## src/hw/rtl/timespec_to_double_bits_top_macros.svh

```systemverilog
// assertion helpers, expect clk and rst_n in scope
`ifndef TIMESPEC_TO_DOUBLE_BITS_TOP_MACROS_SVH
`define TIMESPEC_TO_DOUBLE_BITS_TOP_MACROS_SVH

// same-cycle implication
`define T2D_ASSERT_IMP(name, ante, cons, msg) \
    name: assert property (@(posedge clk) disable iff (!rst_n) (ante) |-> (cons)) \
        else $error(msg);

// next-cycle implication
`define T2D_ASSERT_NEXT(name, ante, cons, msg) \
    name: assert property (@(posedge clk) disable iff (!rst_n) (ante) |=> (cons)) \
        else $error(msg);

`endif

```

## src/hw/rtl/t2d_pkg.sv

```systemverilog
package t2d_pkg;

    localparam int SEC_W   = 32;
    localparam int NS_W    = 30;
    localparam int FRAC_W  = 20;
    localparam int FIXED_W = SEC_W + FRAC_W;
    localparam int DBL_W   = 64;
    localparam int MANT_W  = 52;
    localparam int EXP_W   = 11;

    localparam logic [NS_W-1:0] NS_MAX     = 30'd999999999;
    localparam logic [NS_W-1:0] NS_PER_SEC = 30'd1000000000;

    // floor(2^50 / 1e9): estimate of ns * 2^20 / 1e9, low by at most one
    localparam int                RECIP_W     = 21;
    localparam logic [RECIP_W-1:0] RECIP_M    = 21'd1125899;
    localparam int                RECIP_SHIFT = 30;
    localparam int                PROD_W      = NS_W + RECIP_W;

    // remainder stays below 2e9
    localparam int REM_W  = 31;
    localparam int NSLO_W = REM_W - FRAC_W;

    // leading zero search in byte groups
    localparam int GRP_W = 8;
    localparam int GRP_N = (FIXED_W + GRP_W - 1) / GRP_W;
    localparam int PAD_W = GRP_N * GRP_W;
    localparam int GLZ_W = 4;
    localparam int LZ_W  = 6;

    // 1023 + (FIXED_W - 1) - FRAC_W, less the leading zero count
    localparam logic [EXP_W-1:0] EXP_TOP = 11'd1054;

    typedef logic [FIXED_W-1:0] fixed_t;

endpackage

```

## src/hw/rtl/t2d_frac.sv

```systemverilog
module t2d_frac
    import t2d_pkg::*;
(
    input  logic              clk,
    input  logic              rst_n,
    input  logic              in_valid,
    output logic              in_ready,
    input  logic [SEC_W-1:0]  seconds,
    input  logic [NS_W-1:0]   nanoseconds,
    output logic              fix_valid,
    input  logic              fix_ready,
    output fixed_t            fix_value
);

    logic en1, en2, en3;
    logic v1_reg, v2_reg, v3_reg;

    logic [SEC_W-1:0]  sec1_reg, sec2_reg;
    logic [NSLO_W-1:0] nslo1_reg, nslo2_reg;
    logic [FRAC_W-1:0] q1_reg, q2_reg;
    logic [REM_W-1:0]  qp2_reg;
    fixed_t            fix3_reg;

    logic [NS_W-1:0]          ns_sat;
    logic [PROD_W-1:0]        prod;
    logic [FRAC_W+NS_W-1:0]   qp_full;
    logic [REM_W-1:0]         rem;
    logic [FRAC_W-1:0]        frac;
    fixed_t                   fix3_next;

    assign en3      = !v3_reg || fix_ready;
    assign en2      = !v2_reg || en3;
    assign en1      = !v1_reg || en2;
    assign in_ready = en1;

    // stage 1: saturate and multiply by the reciprocal
    assign ns_sat = (nanoseconds > NS_MAX) ? NS_MAX : nanoseconds;
    assign prod   = PROD_W'(ns_sat) * PROD_W'(RECIP_M);

    // stage 2: back-multiply the estimate
    assign qp_full = (FRAC_W+NS_W)'(q1_reg) * (FRAC_W+NS_W)'(NS_PER_SEC);

    // stage 3: remainder check, only low bits matter since it is below 2e9
    assign rem       = {nslo2_reg, {FRAC_W{1'b0}}} - qp2_reg;
    assign frac      = q2_reg + FRAC_W'(rem >= REM_W'(NS_PER_SEC));
    assign fix3_next = {sec2_reg, frac};

    always_ff @(posedge clk or negedge rst_n)
    begin
        if (!rst_n)
        begin
            v1_reg <= 1'b0;
            v2_reg <= 1'b0;
            v3_reg <= 1'b0;
        end
        else
        begin
            if (en1)
                v1_reg <= in_valid;
            if (en2)
                v2_reg <= v1_reg;
            if (en3)
                v3_reg <= v2_reg;
        end
    end

    always_ff @(posedge clk)
    begin
        if (en1 && in_valid)
        begin
            sec1_reg  <= seconds;
            nslo1_reg <= ns_sat[NSLO_W-1:0];
            q1_reg    <= prod[RECIP_SHIFT+FRAC_W-1:RECIP_SHIFT];
        end
        if (en2 && v1_reg)
        begin
            sec2_reg  <= sec1_reg;
            nslo2_reg <= nslo1_reg;
            q2_reg    <= q1_reg;
            qp2_reg   <= qp_full[REM_W-1:0];
        end
        if (en3 && v2_reg)
            fix3_reg <= fix3_next;
    end

    assign fix_valid = v3_reg;
    assign fix_value = fix3_reg;

endmodule

```

## src/hw/rtl/t2d_norm.sv

```systemverilog
module t2d_norm
    import t2d_pkg::*;
(
    input  logic              clk,
    input  logic              rst_n,
    input  logic              fix_valid,
    output logic              fix_ready,
    input  fixed_t            fix_value,
    output logic              out_valid,
    input  logic              out_ready,
    output logic [DBL_W-1:0]  double_bits
);

    function automatic logic [GLZ_W-1:0] grp_lz(input logic [GRP_W-1:0] g);
        logic [GLZ_W-1:0] lz;
        lz = GLZ_W'(GRP_W);
        for (int i = 0; i < GRP_W; i++)
        begin
            if (g[i])
                lz = GLZ_W'(GRP_W - 1 - i);
        end
        return lz;
    endfunction

    logic en4, en5, en6;
    logic v4_reg, v5_reg, v6_reg;

    fixed_t             fix4_reg, fix5_reg;
    logic [GLZ_W-1:0]   glz4_reg [GRP_N];
    logic [LZ_W-1:0]    lz5_reg;
    logic               zero5_reg;
    logic [DBL_W-1:0]   dbl6_reg;

    logic [PAD_W-1:0]   pad;
    logic [GLZ_W-1:0]   glz4_next [GRP_N];
    logic [LZ_W-1:0]    lz5_next;
    logic               zero5_next;
    fixed_t             norm;
    logic [MANT_W-1:0]  mant;
    logic [EXP_W-1:0]   expo;
    logic [DBL_W-1:0]   dbl6_next;

    assign en6       = !v6_reg || out_ready;
    assign en5       = !v5_reg || en6;
    assign en4       = !v4_reg || en5;
    assign fix_ready = en4;

    // stage 4: per-group leading zeros, group 0 holds the top bits
    assign pad = {fix_value, {(PAD_W-FIXED_W){1'b0}}};

    always_comb
    begin
        for (int g = 0; g < GRP_N; g++)
            glz4_next[g] = grp_lz(pad[PAD_W-1-g*GRP_W -: GRP_W]);
    end

    // stage 5: first nonzero group sets the count
    always_comb
    begin
        lz5_next   = '0;
        zero5_next = 1'b1;
        for (int g = GRP_N - 1; g >= 0; g--)
        begin
            if (glz4_reg[g] != GLZ_W'(GRP_W))
            begin
                lz5_next   = LZ_W'(g * GRP_W) + LZ_W'(glz4_reg[g]);
                zero5_next = 1'b0;
            end
        end
    end

    // stage 6: normalize, hidden one drops off the top
    assign norm      = fix5_reg << lz5_reg;
    assign mant      = MANT_W'({norm[FIXED_W-2:0], 1'b0});
    assign expo      = EXP_TOP - EXP_W'(lz5_reg);
    assign dbl6_next = zero5_reg ? '0 : {1'b0, expo, mant};

    always_ff @(posedge clk or negedge rst_n)
    begin
        if (!rst_n)
        begin
            v4_reg <= 1'b0;
            v5_reg <= 1'b0;
            v6_reg <= 1'b0;
        end
        else
        begin
            if (en4)
                v4_reg <= fix_valid;
            if (en5)
                v5_reg <= v4_reg;
            if (en6)
                v6_reg <= v5_reg;
        end
    end

    always_ff @(posedge clk)
    begin
        if (en4 && fix_valid)
        begin
            fix4_reg <= fix_value;
            for (int g = 0; g < GRP_N; g++)
                glz4_reg[g] <= glz4_next[g];
        end
        if (en5 && v4_reg)
        begin
            fix5_reg  <= fix4_reg;
            lz5_reg   <= lz5_next;
            zero5_reg <= zero5_next;
        end
        if (en6 && v5_reg)
            dbl6_reg <= dbl6_next;
    end

    assign out_valid   = v6_reg;
    assign double_bits = dbl6_reg;

endmodule

```

## src/hw/rtl/timespec_to_double_bits_top.sv

```systemverilog
// Converts a time of unsigned 32-bit seconds plus nanoseconds into the IEEE-754
// binary64 bit pattern of that time in seconds. Nanoseconds above 999999999
// saturate and are truncated to steps of 2^-20 s; zero seconds with a zero
// fraction (under 954 ns) gives +0.0. The block takes one transfer per clock while the
// output is not stalled. Six register stages lie between input and output, and out_valid
// is the valid bit of the last. Three stages form the fraction (reciprocal multiply,
// back-multiply, remainder correction), three normalize it (group leading-zero count,
// count merge, shift and exponent). The last stage is the output register; a stall on
// the output holds each full stage that has no empty stage after it, and earlier
// stages move up into the empty ones.
module timespec_to_double_bits_top
    import t2d_pkg::*;
(
    input  logic              clk,
    input  logic              rst_n,
    input  logic              in_valid,
    output logic              in_ready,
    input  logic [SEC_W-1:0]  seconds,
    input  logic [NS_W-1:0]   nanoseconds,
    output logic              out_valid,
    input  logic              out_ready,
    output logic [DBL_W-1:0]  double_bits
);

    logic   f2n_valid;
    logic   f2n_ready;
    fixed_t f2n_fixed;

    logic             f2n_stall;
    logic [EXP_W-1:0] res_exp;
    logic             res_form_ok;

    t2d_frac u_frac (
        .clk         (clk),
        .rst_n       (rst_n),
        .in_valid    (in_valid),
        .in_ready    (in_ready),
        .seconds     (seconds),
        .nanoseconds (nanoseconds),
        .fix_valid   (f2n_valid),
        .fix_ready   (f2n_ready),
        .fix_value   (f2n_fixed)
    );

    t2d_norm u_norm (
        .clk         (clk),
        .rst_n       (rst_n),
        .fix_valid   (f2n_valid),
        .fix_ready   (f2n_ready),
        .fix_value   (f2n_fixed),
        .out_valid   (out_valid),
        .out_ready   (out_ready),
        .double_bits (double_bits)
    );

    assign f2n_stall = f2n_valid && !f2n_ready;

    // results are positive and either zero or normal within the reachable exponent range
    assign res_exp     = double_bits[DBL_W-2:MANT_W];
    assign res_form_ok = !double_bits[DBL_W-1] &&
                         (double_bits == '0 || (res_exp >= 11'd1003 && res_exp <= EXP_TOP));

`include "timespec_to_double_bits_top_macros.svh"

    // input can only back up when every stage is full and the output is stalled
    `T2D_ASSERT_IMP(a_stall_source, !in_ready, out_valid && !out_ready, "stall not from output")

    // a stalled fixed-point value must hold between the two halves
    `T2D_ASSERT_NEXT(a_mid_hold, f2n_stall, f2n_valid && $stable(f2n_fixed), "mid value lost")

    `T2D_ASSERT_IMP(a_result_form, out_valid, res_form_ok, "malformed result")

endmodule

```

## config.mk

```make
export PLATFORM = sky130hd
export DESIGN_NAME = timespec_to_double_bits_top
export DESIGN_NICKNAME = d
export VERILOG_FILES = /design/src/hw/rtl/t2d_pkg.sv /design/src/hw/rtl/t2d_frac.sv /design/src/hw/rtl/t2d_norm.sv /design/src/hw/rtl/timespec_to_double_bits_top.sv
export VERILOG_INCLUDE_DIRS = /design/src /design/src/hw/rtl
export SDC_FILE = /design/constraint.sdc
export NUM_CORES = 1
export LEC_CHECK = 0
export ABC_AREA = 1
export BUFFER_PORTS_ARGS = -buffer_cell sky130_fd_sc_hd__buf_2
export CAP_MARGIN = 10
export CORE_ASPECT_RATIO = 1.1
export CORE_MARGIN = 1
export CORE_UTILIZATION = 60
export CTS_CLUSTER_DIAMETER = 50
export DETAILED_ROUTE_END_ITERATION = 6
export GPL_TIMING_DRIVEN = 0
export PLACE_DENSITY_LB_ADDON = 0.08
export REMOVE_ABC_BUFFERS = 1
export SYNTH_ARGS = -nofsm -noshare
export SYNTH_HDL_FRONTEND = slang
export SYNTH_SLANG_ARGS = --single-unit
```

## constraint.sdc

```tcl
create_clock -name clk -period 11.15 [get_ports clk]
set_input_delay 0.5575 -clock clk [delete_from_list [all_inputs] [get_ports clk]]
set_output_delay 0.5575 -clock clk [all_outputs]
set_load 0.02 [all_outputs]
```

==> results of run 1 <==
## cell usage after synthesis, drive strengths merged, types with 18 or more instances
cell type  instances
xnor2             27
mux2i             18
clkbuf            34
a21oi            148
nor2             239
o21ai            218
nand2            514
nand4             21
nor3              25
nand3             98
inv              568
xor2              56
buf               31
fa               223
ha               382
edfxtp           396
## cell type report
type	instances	area [um2]
fillers	4034	16700
multi-input cells	2085	16500
flip-flops and latches	402	12000
inverters	570	2140
clock buffers	51	1150
repair buffers	142	921
well taps	660	826
clock inverters	29	240
## cell usage in the layout, fill, tap and decap left out, drive strengths merged, types with 9 or more instances in the layout
cell type	netlist	routed
inv	568	578
nand2	514	514
edfxtp	396	396
ha	382	382
nor2	239	239
fa	223	223
o21ai	218	218
a21oi	148	148
buf	31	141
nand3	98	98
xor2	56	56
clkbuf	34	51
xnor2	27	27
nor3	25	25
nand4	21	21
clkinv	2	19
mux2i	18	18
o21a	15	15
nor4	13	13
or2	12	12
o22ai	11	11
a31oi	9	9
o21bai	9	9
## worst max path at each step
| stage | startpoint | end | slack [ns] | cells after the start |
|---|---|---|---|---|
| 2_1_floorplan | nanoseconds[26] | u_frac.q1_reg[11] | 4.38 | 34 |
| 3_3_place_gp | nanoseconds[27] | u_frac.q1_reg[9] | 2.65 | 31 |
| 3_5_place_dp | nanoseconds[27] | u_frac.q1_reg[9] | 2.59 | 31 |
| 4_1_cts | nanoseconds[27] | u_frac.q1_reg[18] | 3.19 | 32 |
| 5_1_grt | nanoseconds[27] | u_frac.q1_reg[15] | 2.73 | 35 |
| 6_report | nanoseconds[27] | u_frac.q1_reg[18] | 3.03 | 31 |
## what timing repair did
action	CTS	global route
endpoints found under the hold margin	6	0
hold buffers	1	0
gates resized for setup	0	0
## stage by stage
| stage | setup slack (ns) | instances | instance area (um2) | utilization [%] | hold slack (ns) |
|---|---|---|---|---|---|
| after floorplan | 4.38 | 3057 | 30600 | - | 0.262 |
| after global placement | 2.65 | 3846 | 32100 | 63.6 | 0.380 |
| after detailed placement | 2.59 | 3857 | 32400 | 64.2 | 0.384 |
| after CTS | 3.19 | 3938 | 33800 | 67.0 | 0.125 |
| after global routing | 2.73 | 3939 | 33800 | 67.0 | 0.134 |
| final | 3.03 | 3939 | 33800 | 67.0 | 0.159 |
## logic make-up after synthesis
family | after synthesis
xor gates and xnor gates | 83
and+or+nand+nor | 930
buffers and inverters | 635
AOI/OAI and AO/OA | 447
adders and majority gates | 605
DFF | 402
muxes | 18
other | 1
## layer usage
metal  routed length [um]  GRT usage, %  up-vias
met5                    0             0        -
met4                 1420          6.72        0
met3                 4170          4.53       90
met2                31900          43.9      605
met1                31000          37.8    10300
li1                     -             -    10600
## worst reg2reg max path: stages, from the launching register on
cell	delay, ns
edfxtp_1	0.57
ha_1	0.46
inv_1	0.08
fa_1	0.48
inv_1	0.06
fa_1	0.49
inv_1	0.05
fa_1	0.47
inv_1	0.05
fa_1	0.50
fa_1	0.57
fa_1	0.42
ha_1	0.38
nand2_1	0.10
nor2_1	0.16
nand3_1	0.10
nand2_1	0.13
a21oi_1	0.08
o21ai_1	0.20
a21oi_1	0.09
o21bai_1	0.16
xor2_1	0.09
==> reports/metrics.csv, run 1 <==
metric;value;unit
Yosys cell types;56;
drt initial violations;1519;
DR vias;21600;
drc violations;1;
Syn Inst Count;3121;
final net count;3916;
vias per inst;5.49;
Max Cap Viol;0;
root buffer selected by CTS;clkbuf_16;
post-synthesis average cell area;9.90;um2
Ports;132;
worst rel slew slack;18.7;%
Routed Antenna Nets;0;
crit-path leading delay family;adder cells;
clk_skew;0.0251;ns
RSZ-0062 raised after global routing;no;
die extent in x;218;um
FF+latch count, synth;402;
drt total wl;68.5;mm
simple-gate share of the synthesized area;12.4;%
Req. time, crit path;11.48;ns
post-synth top area share;38.5;%
Final setup viols;0;
max reg flops;62;
Initial Utilization;61.2;%
CTS buffer count;44;
adder-cell share of the synthesized area;29.9;%
flop2flop setup slack;5.19;ns
CTS tree;done;
mux share of post-synthesis cell area;0.583;%
PortBufs;129;
Reg clk slew, reported paths;0.06;ns
outcome;complete, but fails checks;
Crit path arrival time;8.45;ns
slowest stage cell, crit path;nor2_1;
Worst Tran Pin Value;1.22;ns
total core area;0.0505;mm2
largest area contributor in the netlist;edfxtp_1;
router iterations before antenna repair;7;
largest net degree at the start of global routing;79;
first-pass GRT wire length;110;mm
failing checks;DRC;
hold path cells;1;
Post-synth ARST share;1.49;%
max-slew violation count;0;
Synth Area in Compound Gates;7.94;%
yosys warns;0;
# diodes;0;
Die Y;240;um
type of the worst setup path;in2reg;
hold crit path type;in2reg;
initial antenna violation count;0;
combinational family with the most area after synthesis;adder cells;
Achievable Freq;0.123;GHz
CP Max Fanout;26;
hold_sp;seconds[16];
crit share post-route;72.8;%
clock sink count;402;
gpl congestion;0.917;
Seq/Total Area, Yosys;39.0;%
all-layer global routing usage;27.0;%
prevailing post-synth register cell;edfxtp_1;
Worst Setup End Kind;flop;
DIE AREA;0.0524;mm2
Post-CTS Setup Repair Bufs;0;
grt ovf;0;
layout cell share with drive strength beyond 1;7.93;%
top cells by area, synth;edfxtp_1, ha_1, fa_1;
Post-DP HPWL;56.3;mm
vias in the first global route;21700;
FF-to-FF path depth;21;
Reg-to-Reg End;u_frac.qp2_reg[30];
P&R area growth vs syn;9.36;%
WP buf/inv;6;
post-route setup TNS;0;ns
fin crit period;8.12;ns
clock buffer depth;3;
worst r2r src;u_frac.q1_reg[5];
row cnt;86;
Hold Violations, Final;0;
synthesized area;0.0309;mm2
Clock Latency Late Sink;0.58;ns
CP Launch Type;input port;
htree depth;2;
CP peak stage delay;0.83;ns
Routed wire per std cell;17.4;um
XOR/XNOR share of the synthesized area;2.35;%
WHS Endpoint;u_frac.sec1_reg[16];
Post-synth EDFFs;396;
Power of run 1 is not shown: default switching activity piles up to over one toggle a cycle in this logic, so the estimate is an artifact.
==> run 2: changes to the inputs <==
--- a/config.mk
+++ b/config.mk
@@ -11,7 +11,7 @@
 export CAP_MARGIN = 10
 export CORE_ASPECT_RATIO = 1.1
 export CORE_MARGIN = 1
-export CORE_UTILIZATION = 60
+export CORE_UTILIZATION = 58
 export CTS_CLUSTER_DIAMETER = 50
 export DETAILED_ROUTE_END_ITERATION = 6
 export GPL_TIMING_DRIVEN = 0
==> constraint.sdc (replaced) <==
create_clock -name clk -period 6.55 [get_ports clk]
set_input_delay 0.3275 -clock clk [delete_from_list [all_inputs] [get_ports clk]]
set_output_delay 0.3275 -clock clk [all_outputs]
set_load 0.02 [all_outputs]
==> reports/metrics.csv, run 2 (synthesis gave the netlist of run 1 again) <==
metric;value;unit;change
CP Launch Type;input port;;unchanged
FILL cells;3991;;was 4034
post-route setup TNS;0;ns;unchanged
met2 Use GR;44.3;%;was 43.9%
fin crit period;6.39;ns;
Initial Utilization;58.9;%;was 61.2%
first-pass GRT wire length;114;mm;was 110 mm
clock sink count;402;;unchanged
clk_skew;0.0205;ns;was 0.0251 ns
vias per inst;5.43;;was 5.49
crit share post-route;97.6;%;
PortBufs;129;;unchanged
# diodes;0;;unchanged
htree depth;2;;unchanged
gpl congestion;0.905;;was 0.917
final net count;4016;;was 3916
P&R area growth vs syn;16.0;%;was 9.36%
outcome;finished, final reports clean;;was complete, but fails checks
Die Y;244;um;was 240 um
hold crit path type;in2reg;;unchanged
Worst Setup End Kind;flop;;unchanged
drt total wl;72.0;mm;was 68.5 mm
Ports;132;;unchanged
Routed Antenna Nets;0;;unchanged
all-layer global routing usage;26.8;%;was 27.0%
most frequent cells in the layout;inv_1, nand2_1, edfxtp_1;;unchanged
CP peak stage delay;0.54;ns;was 0.83 ns
grt ovf;0;;unchanged
layout cell share with drive strength beyond 1;13.8;%;was 7.93%
CTS buffer count;45;;was 44
drt initial violations;1292;;was 1519
largest net degree at the start of global routing;79;;unchanged
type of the worst setup path;in2reg;;unchanged
root buffer selected by CTS;clkbuf_16;;unchanged
met3 usage;3.06;%;was 4.53%
Clock Latency Late Sink;0.58;ns;about the same
clock buffer depth;3;;unchanged
row cnt;88;;was 86
worst rel slew slack;18.4;%;was 18.7%
initial antenna violation count;0;;unchanged
max-slew violation count;0;;unchanged
Final setup viols;0;;unchanged
Achievable Freq;0.156;GHz;
Req. time, crit path;6.87;ns;was 11.48 ns
Reg clk slew, reported paths;0.06;ns;about the same
Routed wire per std cell;17.8;um;was 17.4 um
Max Cap Viol;0;;unchanged
router iterations before antenna repair;5;;was 7
DIE AREA;0.0542;mm2;was 0.0524 mm2
drc violations;0;;was 1
CTS tree;done;;unchanged
CP Max Fanout;7;;was 26
DR vias;22000;;was 21600
total core area;0.0525;mm2;was 0.0505 mm2
Post-DP HPWL;56.2;mm;was 56.3 mm
Hold Violations, Final;0;;unchanged
vias in the first global route;22200;;was 21700
Crit path arrival time;6.71;ns;was 8.45 ns
max reg flops;62;;unchanged
die extent in x;222;um;was 218 um
commonest non-fill, non-tap cell in the layout;inv_1;;unchanged
slowest stage cell, crit path;fa_2;;was nor2_1
GR peak layer;met2;;unchanged
GRT met1 Usage;37.5;%;was 37.8%
Worst Tran Pin Value;1.22;ns;about the same
cell mode on critical path;nand2_1;;
==> run 2: cell count changes in the layout (fill, tap and decap cells not counted), sizes merged <==
cell         delta
clkinvlp        -1
buf            +62
dlygate4sd3    +33
clkinv          +8
clkbuf          +1
inv             -7
bufinv          +7
==> run 2: metal layers <==
layer | vias up | wire length (um)
met5 | - | 0
met3 | 96 | 3580
met1 | 10600 | 32900
met2 | 549 | 34000
met4 | 0 | 1630
li1 | 10800 | -
==> run 2: per-stage QoR <==
step | instances | worst slack [ns] | hold slack (ns) | instance area (um2) | util, %
after global placement | 3861 | -1.73 | 0.150 | 32100 | 61.2
after floorplan | 3057 | 0.0107 | 0.0319 | 30600 | -
after CTS | 4007 | 0.0277 | 0.0178 | 34700 | 66.0
final | 4057 | 0.159 | 0.0495 | 35900 | 68.3
after detailed placement | 3874 | -1.74 | 0.157 | 32500 | 61.8
after global routing | 4057 | -0.0734 | 0.0418 | 35900 | 68.3
==> run 2: final cells by class <==
class | instances | area, um2 | share of cell area, %
well taps | 675 | 845 | 2.36
clock inverters | 34 | 452 | 1.26
flip-flops and latches | 402 | 12000 | 33.6
repair buffers | 239 | 1840 | 5.13
repair inverters | 2 | 41.3 | 0.115
multi-input cells | 2085 | 17300 | 48.2
inverters | 570 | 2190 | 6.11
clock buffers | 50 | 1140 | 3.19
==> run 2: critical path: cells and delay by family <==
kind	cells	cell delay (ns)
AO/OA/AOI/OAI	6	1.13
XOR/XNOR	1	0.18
adder cells (fa/ha/maj)	8	3.05
buffers and inverters	9	0.96
AND/OR/NAND/NOR	10	1.06
==> run 2: path summary, 6_finish.rpt <==
path                                      from             endpoint  slack, ns  cells after the start
min                                  out_ready     u_norm.out_valid       0.05                      4
min reg2reg                u_norm.fix4_reg[13]  u_norm.fix5_reg[13]       0.41                      0
max reg2reg                   u_frac.q1_reg[9]   u_frac.qp2_reg[30]       0.60                     21
max                             nanoseconds[9]     u_frac.q1_reg[9]       0.16                     34
max in group asynchronous                rst_n     u_norm.out_valid       6.32                      2
min in group asynchronous                rst_n        u_frac.v2_reg       0.09                      2
==> run 2: timing repair <==
item                                    4_1_cts  5_1_grt
endpoints found under the setup margin       20       20
setup buffers                                14       48
resized for setup                            51      164
endpoints found under the hold margin        39        0
cloned                                        1        1
pin swaps                                     7       82
hold buffers                                 34        0
Power of run 2 is left out for the same reason.
